===== src/hw/rtl/sglf_pkg.sv =====
// Package: constants, types and state codes of the series gap filler.
`default_nettype none

package sglf_pkg;

    localparam int VALUE_W   = 32;              // sample value width
    localparam int CNT_W     = 6;               // held count width
    localparam int MAX_GAP   = 62;              // longest gap that is filled
    localparam int DIV_STEPS = VALUE_W;         // one quotient bit per cycle
    localparam int STEP_W    = $clog2(DIV_STEPS);

    typedef struct packed {
        logic               start;
        logic               neg;
        logic [VALUE_W-1:0] mag;
        logic [CNT_W-1:0]   divisor;
    } t_div_req;

    typedef struct packed {
        logic               done;
        logic [VALUE_W-1:0] quot;
    } t_div_rsp;

    typedef enum logic [4:0] {
        S_IDLE = 5'b00001,
        S_DIV  = 5'b00010,
        S_FILL = 5'b00100,
        S_LAST = 5'b01000,
        S_MISS = 5'b10000
    } t_state;

endpackage

`default_nettype wire


===== src/hw/rtl/sglf_div.sv =====
// Iterative shift-subtract divider: 32-bit magnitude by a 6-bit divisor.
`default_nettype none

module sglf_div (
    input  wire logic              i_clk,
    input  wire logic              i_rst_n,
    input  wire sglf_pkg::t_div_req i_req,
    output sglf_pkg::t_div_rsp     o_rsp
);

    logic                             r_busy;
    logic                             r_done;
    logic [sglf_pkg::STEP_W-1:0]      r_cnt;
    logic [sglf_pkg::CNT_W-1:0]       r_rem;
    logic [sglf_pkg::VALUE_W-1:0]     r_quo;
    logic [sglf_pkg::CNT_W-1:0]       r_dvs;
    logic                             r_neg;

    logic [sglf_pkg::CNT_W:0]         rem_sh;
    logic [sglf_pkg::CNT_W:0]         rem_sub;
    logic                             ge;

    assign rem_sh  = {r_rem, r_quo[sglf_pkg::VALUE_W-1]};
    assign ge      = rem_sh >= {1'b0, r_dvs};
    assign rem_sub = rem_sh - {1'b0, r_dvs};

    always_ff @(posedge i_clk) begin
        if (!i_rst_n) begin
            r_busy <= 1'b0;
            r_done <= 1'b0;
            r_cnt  <= '0;
        end else begin
            r_done <= r_busy && (r_cnt == '0);
            if (i_req.start) begin
                r_busy <= 1'b1;
                r_cnt  <= sglf_pkg::STEP_W'(sglf_pkg::DIV_STEPS - 1);
            end else if (r_busy) begin
                if (r_cnt == '0) begin
                    r_busy <= 1'b0;
                end
                r_cnt <= r_cnt - 1'b1;
            end
        end
    end

    // Datapath: load operands, then shift one quotient bit in per cycle.
    always_ff @(posedge i_clk) begin
        if (i_req.start) begin
            r_rem <= '0;
            r_quo <= i_req.mag;
            r_dvs <= i_req.divisor;
            r_neg <= i_req.neg;
        end else if (r_busy) begin
            r_rem <= ge ? rem_sub[sglf_pkg::CNT_W-1:0] : rem_sh[sglf_pkg::CNT_W-1:0];
            r_quo <= {r_quo[sglf_pkg::VALUE_W-2:0], ge};
        end
    end

    assign o_rsp.done = r_done;
    assign o_rsp.quot = r_neg ? (~r_quo + 1'b1) : r_quo;

endmodule

`default_nettype wire


===== src/hw/rtl/series_gap_linear_filler_top.sv =====
// Top level of the series gap filler: sequencer, anchor state and output register.
`default_nettype none

// Linear gap filler for one time series of Q16.16 samples. Each input
// transaction carries a value, a present flag and an end-of-series flag.
// A missing sample after a present one is held (no result); when a present
// sample closes a gap of h held samples the block emits h interpolated
// values anchor + i*q, with q = (value - anchor)/(h+1) truncated toward zero,
// then the closing sample. Missing samples with no anchor pass straight
// through as missing; a series end or a gap longer than 62 flushes the held
// samples plus the current one as missing and drops the anchor. run_last
// marks the final result of each input transaction, out_series_last the
// final result of the series. One transaction is worked at a time and
// o_in_stall is high until all its results are loaded into the output
// register. A held sample only updates the held count; a pass-through or
// flush loads its missing results one by one in S_MISS; a present sample
// with no gap goes to S_LAST; a gap closure runs the bit-serial divider
// in S_DIV (32 quotient bits, one a cycle, then its done flag), then the
// fills in S_FILL and S_LAST, each load stretched by downstream stall.
// Fills are built by repeated addition of q on one shared adder.
module series_gap_linear_filler_top (
    input  wire logic                                  i_clk,
    input  wire logic                                  i_rst_n,
    // input channel
    input  wire logic                                  i_in_valid,
    output logic                                       o_in_stall,
    input  wire logic signed [sglf_pkg::VALUE_W-1:0]   i_sample_value,
    input  wire logic                                  i_sample_present,
    input  wire logic                                  i_series_last,
    // output channel
    output logic                                       o_out_valid,
    input  wire logic                                  i_out_stall,
    output logic signed [sglf_pkg::VALUE_W-1:0]        o_out_value,
    output logic                                       o_out_present,
    output logic                                       o_out_filled,
    output logic                                       o_run_last,
    output logic                                       o_out_series_last
);

    // Sequencer and series state
    sglf_pkg::t_state                 r_state, n_state;
    logic [sglf_pkg::VALUE_W-1:0]     r_anchor, n_anchor;
    logic                             r_anchor_valid, n_anchor_valid;
    logic [sglf_pkg::CNT_W-1:0]       r_held, n_held;

    // Per-transaction working registers
    logic [sglf_pkg::VALUE_W-1:0]     r_value, n_value;
    logic                             r_last, n_last;
    logic [sglf_pkg::VALUE_W-1:0]     r_acc, n_acc;
    logic [sglf_pkg::VALUE_W-1:0]     r_q, n_q;
    logic [sglf_pkg::CNT_W-1:0]       r_cnt, n_cnt;

    // Output register
    logic                             r_out_valid, n_out_valid;
    logic [sglf_pkg::VALUE_W-1:0]     r_out_value, n_out_value;
    logic                             r_out_present, n_out_present;
    logic                             r_out_filled, n_out_filled;
    logic                             r_run_last, n_run_last;
    logic                             r_out_slast, n_out_slast;

    sglf_pkg::t_div_req               div_req;
    sglf_pkg::t_div_rsp               div_rsp;

    logic                             accept;
    logic                             load_ok;
    logic [sglf_pkg::VALUE_W:0]       diff;
    logic [sglf_pkg::VALUE_W:0]       diff_neg;
    logic [sglf_pkg::VALUE_W-1:0]     fill;

    assign o_in_stall = (r_state != sglf_pkg::S_IDLE);
    assign accept     = i_in_valid && !o_in_stall;
    // The output slot is free when empty or being taken this cycle.
    assign load_ok    = !r_out_valid || !i_out_stall;

    // 33-bit signed difference; its magnitude always fits 32 bits.
    assign diff     = {i_sample_value[sglf_pkg::VALUE_W-1], i_sample_value}
                    - {r_anchor[sglf_pkg::VALUE_W-1], r_anchor};
    assign diff_neg = ~diff + 1'b1;
    // Fills stay between anchor and closing value, so 32-bit wrap is exact.
    assign fill     = r_acc + r_q;

    sglf_div u_div (
        .i_clk   (i_clk),
        .i_rst_n (i_rst_n),
        .i_req   (div_req),
        .o_rsp   (div_rsp)
    );

    always_comb begin
        n_state        = r_state;
        n_anchor       = r_anchor;
        n_anchor_valid = r_anchor_valid;
        n_held         = r_held;
        n_value        = r_value;
        n_last         = r_last;
        n_acc          = r_acc;
        n_q            = r_q;
        n_cnt          = r_cnt;
        n_out_valid    = r_out_valid && i_out_stall;
        n_out_value    = r_out_value;
        n_out_present  = r_out_present;
        n_out_filled   = r_out_filled;
        n_run_last     = r_run_last;
        n_out_slast    = r_out_slast;

        div_req.start   = 1'b0;
        div_req.neg     = diff[sglf_pkg::VALUE_W];
        div_req.mag     = diff[sglf_pkg::VALUE_W] ? diff_neg[sglf_pkg::VALUE_W-1:0]
                                                  : diff[sglf_pkg::VALUE_W-1:0];
        div_req.divisor = r_held + 1'b1;

        case (r_state)
            sglf_pkg::S_IDLE: begin
                if (accept) begin
                    n_value = i_sample_value;
                    n_last  = i_series_last;
                    if (i_sample_present) begin
                        // Fill start point is the old anchor.
                        n_acc = r_anchor;
                        if (r_anchor_valid && (r_held != '0)) begin
                            div_req.start = 1'b1;
                            n_cnt         = r_held;
                            n_state       = sglf_pkg::S_DIV;
                        end else begin
                            n_state = sglf_pkg::S_LAST;
                        end
                        n_anchor       = i_series_last ? '0 : i_sample_value;
                        n_anchor_valid = !i_series_last;
                        n_held         = '0;
                    end else if (!r_anchor_valid) begin
                        // No anchor: pass through as one missing result.
                        n_cnt    = sglf_pkg::CNT_W'(1);
                        n_state  = sglf_pkg::S_MISS;
                        n_anchor = '0;
                        n_held   = '0;
                    end else if (i_series_last ||
                                 (r_held >= sglf_pkg::CNT_W'(sglf_pkg::MAX_GAP))) begin
                        // Flush held samples plus this one, drop the anchor.
                        n_cnt          = r_held + 1'b1;
                        n_state        = sglf_pkg::S_MISS;
                        n_anchor       = '0;
                        n_anchor_valid = 1'b0;
                        n_held         = '0;
                    end else begin
                        // Hold the missing sample; no result yet.
                        n_held = r_held + 1'b1;
                    end
                end
            end
            sglf_pkg::S_DIV: begin
                if (div_rsp.done) begin
                    n_q     = div_rsp.quot;
                    n_state = sglf_pkg::S_FILL;
                end
            end
            sglf_pkg::S_FILL: begin
                if (load_ok) begin
                    n_out_valid   = 1'b1;
                    n_out_value   = fill;
                    n_out_present = 1'b1;
                    n_out_filled  = 1'b1;
                    n_run_last    = 1'b0;
                    n_out_slast   = 1'b0;
                    n_acc         = fill;
                    n_cnt         = r_cnt - 1'b1;
                    if (r_cnt == sglf_pkg::CNT_W'(1)) begin
                        n_state = sglf_pkg::S_LAST;
                    end
                end
            end
            sglf_pkg::S_LAST: begin
                if (load_ok) begin
                    n_out_valid   = 1'b1;
                    n_out_value   = r_value;
                    n_out_present = 1'b1;
                    n_out_filled  = 1'b0;
                    n_run_last    = 1'b1;
                    n_out_slast   = r_last;
                    n_state       = sglf_pkg::S_IDLE;
                end
            end
            sglf_pkg::S_MISS: begin
                if (load_ok) begin
                    n_out_valid   = 1'b1;
                    n_out_value   = '0;
                    n_out_present = 1'b0;
                    n_out_filled  = 1'b0;
                    n_run_last    = (r_cnt == sglf_pkg::CNT_W'(1));
                    n_out_slast   = r_last && (r_cnt == sglf_pkg::CNT_W'(1));
                    n_cnt         = r_cnt - 1'b1;
                    if (r_cnt == sglf_pkg::CNT_W'(1)) begin
                        n_state = sglf_pkg::S_IDLE;
                    end
                end
            end
            default: begin
                n_state = sglf_pkg::S_IDLE;
            end
        endcase
    end

    // Control state: cleared by reset.
    always_ff @(posedge i_clk) begin
        if (!i_rst_n) begin
            r_state        <= sglf_pkg::S_IDLE;
            r_anchor       <= '0;
            r_anchor_valid <= 1'b0;
            r_held         <= '0;
            r_out_valid    <= 1'b0;
        end else begin
            r_state        <= n_state;
            r_anchor       <= n_anchor;
            r_anchor_valid <= n_anchor_valid;
            r_held         <= n_held;
            r_out_valid    <= n_out_valid;
        end
    end

    // Payload: no reset.
    always_ff @(posedge i_clk) begin
        r_value       <= n_value;
        r_last        <= n_last;
        r_acc         <= n_acc;
        r_q           <= n_q;
        r_cnt         <= n_cnt;
        r_out_value   <= n_out_value;
        r_out_present <= n_out_present;
        r_out_filled  <= n_out_filled;
        r_run_last    <= n_run_last;
        r_out_slast   <= n_out_slast;
    end

    assign o_out_valid       = r_out_valid;
    assign o_out_value       = r_out_value;
    assign o_out_present     = r_out_present;
    assign o_out_filled      = r_out_filled;
    assign o_run_last        = r_run_last;
    assign o_out_series_last = r_out_slast;

endmodule

`default_nettype wire


===== config.mk =====
export PLATFORM = sky130hd
export DESIGN_NAME = series_gap_linear_filler_top
export DESIGN_NICKNAME = d
export VERILOG_FILES = /design/src/hw/rtl/sglf_pkg.sv /design/src/hw/rtl/sglf_div.sv /design/src/hw/rtl/series_gap_linear_filler_top.sv
export SDC_FILE = /design/constraint.sdc
export NUM_CORES = 1
export LEC_CHECK = 0
export BUFFER_PORTS_ARGS = -buffer_cell sky130_fd_sc_hd__buf_2
export CAP_MARGIN = 20
export CORE_AREA = 10 10 195 197
export CTS_CLUSTER_DIAMETER = 100
export DETAILED_ROUTE_END_ITERATION = 12
export DIE_AREA = 0 0 205 207
export PLACE_DENSITY = 0.59
export SYNTH_ARGS = -nofsm -noshare
export SYNTH_HDL_FRONTEND = slang
export SYNTH_SLANG_ARGS = --single-unit
export TNS_END_PERCENT = 50

===== constraint.sdc =====
create_clock -name i_clk -period 5.5 [get_ports i_clk]
set_clock_uncertainty 0.1 [all_clocks]
set_input_delay 0 -clock i_clk [delete_from_list [all_inputs] [get_ports i_clk]]
set_output_delay 0 -clock i_clk [all_outputs]
set_load 0.01 [all_outputs]

### Word level (Yosys, flattened, before mapping)

Cells that the tools add are included.

| word-level totals | value |
|---|---|
| register bits | 236 |
| bits of input ports | 38 |
| output and inout bits | 38 |
| logic and storage cells | 148 |

| operators by class | value |
|---|---|
| add/sub/neg operators | 8 |
| magnitude comparators | 2 |
| equal/unequal tests | 21 |
| mux-type cells | 61 |
| bitwise logic cells | 2 |
| reduce and logical (&&, ||, !) cells | 32 |

Operators by type and width:

| cell | count |
|---|---|
| 2-to-1 mux 32 bit | 13 |
| case mux 32 bit (3 select lines) | 1 |
| adder 32 x 1 -> 32 bit, second input constant | 2 |
| NOT 32 bit | 2 |
| case mux 32 bit (2 select lines) | 1 |
| 2-to-1 mux 5 bit | 12 |
| 2-to-1 mux 6 bit | 10 |
| subtractor 32 x 32 -> 33 bit | 1 |
| adder 32 bit | 1 |
| case mux 5 bit (5 select lines) | 1 |
| 2-to-1 mux 1 bit | 17 |
| inequality test 2 bit, second input constant | 7 |
| case mux 6 bit (2 select lines) | 1 |
| nonzero test 2 bit | 5 |
| AND reduction 3 bit | 3 |
| inequality test 2 x 1 -> 1 bit, second input constant | 4 |
| AND reduction 4 bit | 2 |
| AND reduction 8 bit | 1 |
| greater-or-equal comparator 7 x 6 -> 1 bit | 1 |
| adder 6 x 1 -> 6 bit, second input constant | 1 |
| == test 6 x 1 -> 1 bit, second input constant | 1 |
| greater-or-equal comparator 6 bit, second input constant | 1 |
| case mux 1 bit (3 select lines) | 2 |
| nonzero test 6 bit | 1 |
| other kinds (23) | 35 |

### Longest topological paths before layout

Gate-level depths: netlist of the first run.

| logic depth | value |
|---|---|
| depth in word-level cells | 7 |
| mapped depth | 15 |
| mapped depth without buffers | 14 |

### Cells and area by module

Synthesis of the first run repeated with hierarchy kept, for this count alone.

| second synthesis, totals | value |
|---|---|
| cell total of the unflattened synthesis | 1439 |
| area total of the unflattened synthesis | 14670.3 um2 |

Modules (own cells, without submodules):

| module | times used | cells an instance | area each (um2) |
|---|---|---|---|
| series_gap_linear_filler_top | 1 | 1164 | 11531.1 |
| sglf_div | 1 | 275 | 3139.3 |

### Worst setup path before layout of the first run

Ideal clock, no wire load.

| timing | value |
|---|---|
| path type | register to register |
| start | reg r_state[0] |
| end | reg r_acc[0] (netlist bit) (enable) |
| library setup time | 0.466 ns |
| arrival time | 3.628 ns |
| data required time | 4.934 ns |
| slack | 1.306 ns |
| cell stages (with the launch flop) | 5 |
| path buffers | 1 |
| clock period less this slack | 4.194 ns |
| cell sequence | dfxtp_1 -> or3_1 -> or3b_2 -> clkbuf_1 -> o21ai_0 |

| between the ends | value |
|---|---|
| cells in the longest elaborated chain, start to end | 5 |
| elaborated cells on any way between the ends | 10 |
| those cells by class | 6 x eq/ne; 4 x reduce/logical |

Ends and longest elaborated chain:

| element | line | RTL |
|---|---|---|
| from (decl) | series_gap_linear_filler_top.sv:41 | `sglf_pkg::t_state r_state, n_state;` |
| from (signal assigned) | series_gap_linear_filler_top.sv:205 | `r_state <= sglf_pkg::S_IDLE;` |
| from (signal assigned) | series_gap_linear_filler_top.sv:211 | `r_state <= n_state;` |
| inequality test 5 x 1 -> 1 bit | series_gap_linear_filler_top.sv:70 | `assign o_in_stall = (r_state != sglf_pkg::S_IDLE);` |
| logical NOT 1 bit | series_gap_linear_filler_top.sv:71 | `assign accept = i_in_valid && !o_in_stall;` |
| logical AND 1 bit | series_gap_linear_filler_top.sv:71 |  |
| inequality test 2 bit (no line) | n/a |  |
| AND reduction 4 bit (no line) * | n/a |  |
| to (signal assigned) | series_gap_linear_filler_top.sv:223 | `r_acc <= n_acc;` |
| to (decl) | series_gap_linear_filler_top.sv:49 | `logic [sglf_pkg::VALUE_W-1:0] r_acc, n_acc;` |

Mark *: on every way between the ends. The rest lies on a longest branch, timed or not.
A chain may end at the register's enable or synchronous reset.

### Worst setup path in the final report of the first run

| timing | value |
|---|---|
| start | reg r_anchor[4] (netlist bit) |
| end | reg u_div.r_quo[31] (netlist bit), data pin |

| between the ends | value |
|---|---|
| cells in the longest elaborated chain, start to end | 5 |

Ends and longest elaborated chain:

| element | line | RTL |
|---|---|---|
| from (decl) | series_gap_linear_filler_top.sv:42 | `logic [sglf_pkg::VALUE_W-1:0] r_anchor, n_anchor;` |
| from (signal assigned) | series_gap_linear_filler_top.sv:212 | `r_anchor <= n_anchor;` |
| subtractor 32 x 32 -> 33 bit * | series_gap_linear_filler_top.sv:77 | `- {r_anchor[sglf_pkg::VALUE_W-1], r_anchor};` |
| NOT 32 bit | series_gap_linear_filler_top.sv:78 | `assign diff_neg = ~diff + 1'b1;` |
| adder 32 x 1 -> 32 bit | series_gap_linear_filler_top.sv:78 |  |
| 2-to-1 mux 32 bit * | series_gap_linear_filler_top.sv:108 | `div_req.mag = diff[sglf_pkg::VALUE_W] ? diff_neg[sglf_pkg::VALUE_W-1:0]` |
| 2-to-1 mux 32 bit * | sglf_div.sv:48 | `if (i_req.start) begin` |
| to (signal assigned) | sglf_div.sv:50 | `r_quo <= i_req.mag;` |
| to (signal assigned) | sglf_div.sv:55 | `r_quo <= {r_quo[sglf_pkg::VALUE_W-2:0], ge};` |
| to (decl) | sglf_div.sv:15 | `logic [sglf_pkg::VALUE_W-1:0] r_quo;` |

Marks and branches as above.

==> results of run 1 <==
==> what timing repair did <==
action	4_1_cts	5_1_grt
hold buffers	37	0
hold endpoints to repair	95	0
setup buffers	0	0
==> how the worst max path moves through the flow <==
stage / slack (ns) / to / cells after the start / startpoint
detailed placement: 0.55 / u_div.r_quo[4] / 13 / r_anchor[0]
finish: 0.93 / u_div.r_quo[31] / 13 / r_anchor[4]
floorplan: 1.31 / r_acc[0] / 4 / r_state[0]
global route: 0.54 / u_div.r_quo[28] / 13 / r_anchor[6]
CTS: 0.51 / u_div.r_quo[4] / 13 / r_anchor[0]
global placement: 0.66 / u_div.r_quo[11] / 13 / r_anchor[0]
==> synth_stat cells (7+ instances only) <==
cell        n  area, um^2
nand2_1   213         800
edfxtp_1  178        5350
o21ai_0   123         616
a21oi_1   101         505
inv_1      80         300
ha_1       78         976
nor2_1     73         274
xnor2_1    73         639
dfxtp_1    58        1160
clkbuf_1   53         199
xor2_1     43         377
nand3_1    41         205
a22o_1     26         228
a21boi_0   25         188
nor3_1     21         105
and2_1     18         113
o31ai_1    18         135
a21o_1     17         128
nor2b_1    15        93.8
a211oi_1   13        97.6
nand2b_1   13        81.3
or3_1      13        81.3
nand4_1    12        75.1
o21a_1     12        90.1
and3_1     10        62.6
mux2_2     10         113
mux2i_1     9        90.1
o21bai_1    8        60.1
a31oi_1     7        43.8
==> sequential cells by signal, summed over array words and instances (netlist names), 5 cells and up <==
name and count:
o_out_value 32, r_acc 32, r_anchor 32, r_cnt 6, r_held 6, r_q 32
r_state 5, r_value 32, u_div.r_cnt 5, u_div.r_dvs 6, u_div.r_quo 32, u_div.r_rem 6
==> per-stage QoR <==
step	util (%)	hold WS (ns)
6_report	47.7	0.102
3_3_place_gp	44.0	0.107
4_1_cts	47.7	0.0818
3_5_place_dp	44.0	0.114
5_1_grt	47.7	0.118
2_1_floorplan	-	-0.00113
==> area by class of cell <==
type	count	area, um^2
clock buffers	38	778
repair buffers	124	836
multi-input cells	1101	7170
flip-flops and latches	236	6510
clock inverters	11	114
well taps	455	569
fillers	3158	17800
inverters	83	312
==> kinds of logic (layout without fill, tap and decap cells) <==
kind of cell    after synthesis  in the layout  share of synthesized area, %
simple gates                479            479                          16.2
compound gates              406            406                          18.3
flops                       236            236                          45.9
buf+inv                     140            256                          3.71
xor+xnor                    116            116                          7.17
fa+ha+maj                    81             81                          7.31
mux                          19             19                          1.43
==> metal layers <==
layer / wire (um) / up-vias / global-route usage [%]
li1: - / 5572 / -
met1: 18600 / 5341 / 25.3
met2: 16300 / 240 / 26.0
met3: 2110 / 40 / 2.92
met4: 683 / 0 / 3.94
met5: 0 / - / 0
==> power by group through the flow <==
| stage | logic [uW] | registers (uW) | clock network (uW) |
|---|---|---|---|
| floorplan | 767 | 2140 | 0 |
| global placement | 1070 | 2140 | 0 |
| detailed placement | 1070 | 2140 | 0 |
| CTS | 1100 | 2110 | 1850 |
| global route | 1240 | 2120 | 1910 |
| finish | 1110 | 2110 | 1810 |
==> metrics.md, run 1 <==
| Metric | Value |
|---|---|
| Pwr per Cell Area | `309 mW/mm^2` |
| Core area | `0.0341 mm^2` |
| Setup slack, reg-to-reg | `between 0.9 and 1 ns` |
| Post-synth EDFFs | `178` |
| Crit end category | `flop` |
| Mapped Nets | `1596` |
| Min-delay worst type | `input port to flop` |
| Asr flop ratio synth | `0%` |
| VDD IR-drop max | `roughly 0.00020 V` |
| Initial Utilization | `between 40 and 50%` |
| Setup violations, final | `0` |
| Final #Nets | `1692` |
| CP max-delay cell | `a2111oi_2` |
| CTS Root Cell | `clkbuf_16` |
| RR Startpoint | `r_anchor[4]` |
| Crit Path Class | `flop to flop` |
| Fin area | `between 0.015 and 0.02 mm^2` |
| Max_slew headroom | `30.2%` |
| Vias in the first global route | `between 10000 and 15000` |
| Worst path cell trace | `inv_1 > ha_1 > and2_1 > o21a_1 > or4_1 > a2111oi_2 > nand4_1 > nor4_1 > nand3_1 > nor4b_1 > mux2i_1 > a21bo_2 > a31oi_1` |
| Tcrit/Tclk final | `83.0%` |
| Avg Cell Area, Syn | `9.59 um^2` |
| Worst skew pair latency | `0.55 ns` |
| CTS Buf Count | `27` |
| Largest net degree at the start of global routing | `43` |
| DIE WIDTH | `between 200 and 250 um` |
| Post-synthesis cell count | `1477` |
| Largest fanout on the critical path | `7` |
| Die height | `just over 200 um` |
| Post-Place Cells | `around 2000` |
| Seq pwr share | `41.9%` |
| DR vias/cell | `5.47` |
| Synth cell types | `79` |
| Site Rows | `68` |
| Total internal power | `3540 uW` |
| Net Sw Power | `1480 uW` |
| Antenna-violating nets left | `0` |
| Yosys reg bits | `236` |
| Max-cap viol count | `0` |
| Yosys Warn Count | `0` |
| Final Routed Wirelength | `between 30 and 40 mm` |
| Total power | `5030 uW` |
| Number of DRC markers in iteration 0 | `850` |
| Most frequent cells in the layout | `212 x nand2_1, 178 x edfxtp_1, 122 x o21ai_0, 101 x a21oi_1, 80 x inv_1` |
| CTS tree | `done` |
| H-tree Lvls | `1` |
| Required @ worst endpoint | `5.79 ns` |
| Static Leak | `0.00613 uW` |
| Max clock buf depth | `3` |
| CP arrival | `4.86 ns` |
| Part of the Yosys area used for sequential elements | `45.9%` |
| Clock Sinks | `236` |
| Final setup margin | `0.932 ns` |
| DR WL/cell | `18.4 um` |
| Clock power frac | `36.0%` |
| Comb pwr share | `22.1%` |
| Pre-CTS setup slack | `0.549 ns` |
| RSZ-0062 raised after global routing | `no` |
| CP max stage delay | `roughly 0.59 ns` |
| Via count | `11200` |
| GRT Total Usage | `17.3%` |
| Finished Layout Cells | `roughly 2000` |
| Initial DRT Pass Iterations | `5` |
| Post-DP HPWL | `28.3 mm` |
| Clock-pin slew on the worst setup and hold paths | `0.06 ns` |
| Kind of cell adding the most delay to the critical path | `simple AND/OR/NAND/NOR gates` |
| Dominant synthesized flop cell | `edfxtp_1` |
| Placement Cell Area | `0.0150 mm^2` |
| Initial antenna violation count | `0` |
| Worst Tran Pin Value | `1.02 ns` |
| Worst r2r path cells | `13` |
| Final setup TNS | `0 ns` |
| First-pass GRT wire length | `60.0 mm` |
| Hold wc startpoint | `i_sample_value[0]` |
| Post_cts resized | `0` |
| Minimum clock period after layout | `4.57 ns` |
| Most common cell after layout, fill and taps aside | `nand2_1` |
| Port Buffers | `75` |
| Fmax | `0.219 GHz` |
| Syn Std Cell Area | `around 0.014 mm^2` |
| # IOs | `76` |
| Layout overhead on the synthesized area | `14.9%` |
| FF-to-FF End | `u_div.r_quo[31]` |
| WHS Path Cells | `2` |
| DIE AREA | `0.0424 mm^2` |
| Fin. max-slew vios | `0` |
| Routability cong. | `0.910` |
| Outcome | `finished clean` |
| Crit path launch type | `flop` |
| WHS Endpoint | `r_value[0]` |
| Overflow after GRT | `0` |
| DRC | `0` |
| Buf/Inv on CP | `1` |
| Final hold violations | `0` |
| Switch share | `29.5%` |
| Diode count | `0` |
| Layout cells sized above 1 | `a little over a tenth` |
No activity file was read; power rests on OpenSTA's default activity.
==> run 2, diff against run 1 <==
==> constraint.sdc (replaced) <==
create_clock -name i_clk -period 4.7 [get_ports i_clk]
set_clock_uncertainty 0.1 [all_clocks]
set_input_delay 0 -clock i_clk [delete_from_list [all_inputs] [get_ports i_clk]]
set_output_delay 0 -clock i_clk [all_outputs]
set_load 0.01 [all_outputs]
==> run 2 against run 1 <==
Against the previous run: power up 16%; critical endpoint unchanged; combinational power grew 17%; design area is 0.12% higher; non-clock buffer count up 5; critical path depth stayed put; clock power is 14% higher; largest cell class unchanged; global-route usage is 0.35 points lower; register-to-register slack got worse by 0.53 ns.
==> metrics.md, run 2 (synthesis gave the netlist of run 1 again) <==
| Metric | Value |
|---|---|
| Most frequent cells in the layout | `212 x nand2_1, 178 x edfxtp_1, 122 x o21ai_0, 101 x a21oi_1, 80 x inv_1` |
| Core Util, Final | `47.8%` |
| Max_slew headroom | `32.3%` |
| First-pass GRT wire length | `59.0 mm` |
| Multi-input gate area | `between 0.007 and 0.008 mm^2` |
| Largest net degree at the start of global routing | `60` |
| Final Routed Wirelength | `36.7 mm` |
| Number of DRC markers in iteration 0 | `approximately 800` |
| Crit path launch type | `flop` |
| Seq pwr share | `42.3%` |
| Worst skew pair latency | `0.54 ns` |
| DRC | `0` |
| Setup violations, final | `0` |
| DIE AREA | `between 0.04 and 0.05 mm^2` |
| Tcrit/Tclk final | `91.5%` |
| Buf/Inv on CP | `1` |
| Static Leak | `roughly 0.006 uW` |
| GRT Total Usage | `approximately 17%` |
| Die height | `207 um` |
| Placement Cell Area | `0.0151 mm^2` |
| Via count | `11100` |
| Comb pwr share | `22.3%` |
| CP max stage delay | `0.55 ns` |
| RSZ-0062 raised after global routing | `no` |
| Filler instances | `3134` |
| CTS Root Cell | `clkbuf_16` |
| Largest fanout on the critical path | `7` |
| Worst path cell trace | `inv_1 > ha_1 > and2_1 > o21a_1 > or4_1 > a2111oi_2 > nand4_1 > nor4_1 > nand3_1 > nor4b_1 > mux2i_1 > a21bo_2 > a31oi_1` |
| Kind of cell adding the most delay to the critical path | `simple AND/OR/NAND/NOR gates` |
| Min-delay worst type | `input port to flop` |
| Fmax | `around 0.23 GHz` |
| Final #Nets | `about 1700` |
| Port Buffers | `75` |
| Initial Utilization | `41.5%` |
| Final hold violations | `0` |
| Clock power frac | `approximately a third` |
| Antenna-violating nets left | `0` |
| CP max-delay cell | `a2111oi_2` |
| H-tree Lvls | `1` |
| DR vias/cell | `5.40` |
| Site Rows | `68` |
| Routability cong. | `about 0.88` |
| Initial DRT Pass Iterations | `5` |
| Clock Sinks | `between 200 and 250` |
| Core area | `0.0341 mm^2` |
| # IOs | `76` |
| Post-DP HPWL | `27.9 mm` |
| Post_cts resized | `0` |
| DR WL/cell | `17.9 um` |
| Net Sw Power | `1700 uW` |
| Required @ worst endpoint | `4.99 ns` |
| Crit end category | `flop` |
| Sequential cell area | `0.00651 mm^2` |
| Diode count | `0` |
| Max-cap viol count | `0` |
| VDD IR-drop max | `0.000255 V` |
| Outcome | `finished clean` |
| Fin area | `0.0163 mm^2` |
| CTS Buf Count | `27` |
| Crit Path Class | `flop to flop` |
| Initial antenna violation count | `0` |
| Overflow after GRT | `0` |
| Total internal power | `4120 uW` |
| Final setup TNS | `0 ns` |
| Layout overhead on the synthesized area | `15.1%` |
| Fin. max-slew vios | `0` |
| CP arrival | `4.59 ns` |
| DIE WIDTH | `a little over 200 um` |
| CTS tree | `done` |
| Layout cells sized above 1 | `10.9%` |
| Max clock buf depth | `3` |
| Minimum clock period after layout | `4.30 ns` |
| Most common cell after layout, fill and taps aside | `nand2_1` |
| Worst Tran Pin Value | `1.00 ns` |
| Switch share | `29.3%` |
| Vias in the first global route | `10800` |
| Clock-pin slew on the worst setup and hold paths | `~0.060 ns` |
| Pwr per Cell Area | `357 mW/mm^2` |
## run 2: cell count changes in the layout (fill, tap and decap cells not counted), sizes merged
cell | previous run | this run
buf | 87 | 92
clkinv | 8 | 10
clkbuf | 38 | 37
## run 2: path summary, 6_finish.rpt
kind	startpoint	endpoint	slack, ns	cells after the start
setup reg to reg	r_anchor[4]	u_div.r_quo[31]	0.40	13
setup / recovery	r_anchor[4]	u_div.r_quo[31]	0.40	13
hold reg to reg	u_div.r_quo[0]	r_q[0]	0.35	0
hold / removal	i_sample_value[2]	r_value[2]	0.13	2
## run 2: cell type report
| cell class | count | share of cell area, % |
|---|---|---|
| Clock buffer | 37 | 4.62 |
| Timing Repair Buffer | 129 | 5.36 |
| Multi-Input combinational cell | 1101 | 44.0 |
| Sequential cell | 236 | 39.9 |
| Inverter | 83 | 1.91 |
| Clock inverter | 13 | 0.744 |
| Tap cell | 455 | 3.49 |
## run 2: power groups by stage
stage	Sequential (uW)	Clock (uW)	Combinational, uW
floorplan	2510	0	898
global placement	2500	0	1260
detailed placement	2510	0	1260
CTS	2470	2100	1300
global route	2480	2180	1450
finish	2470	2060	1300
## run 2: through the flow
stage          hold slack, ns  cells  setup WS [ns]  total power (uW)
2_1_floorplan        -0.00113   1477          0.506              3410
3_3_place_gp            0.134   1967          0.532              3760
3_5_place_dp            0.129   1967          0.440              3770
4_1_cts                 0.104   2054          0.408              5860
5_1_grt                 0.137   2054         0.0197              6110
6_report                0.133   2054          0.401              5830
## run 2: layer usage
metal | vias up | global-route usage, % | wire length (um) | part of all wire, %
li1 | 5567 | - | - | -
met1 | 5254 | 25.0 | 18300 | 50
met2 | 240 | 25.7 | 15900 | 43
met3 | 35 | 2.14 | 1840 | 5.0
met4 | 0 | 4.02 | 688 | 1.9
met5 | - | 0 | 0 | 0
## run 2: repair_timing
item                      CTS  global route
hold buffers               37             0
hold endpoints to repair   92             0
buffers inserted            0             0
## run 2: worst register-to-register path, cell delays in order (launching register included)
cell	delay, ns
dfxtp_1	0.36
inv_1	0.06
ha_1	0.36
and2_1	0.21
o21a_1	0.19
or4_1	0.46
a2111oi_2	0.55
nand4_1	0.28
nor4_1	0.40
nand3_1	0.34
nor4b_1	0.34
mux2i_1	0.14
a21bo_2	0.21
a31oi_1	0.15
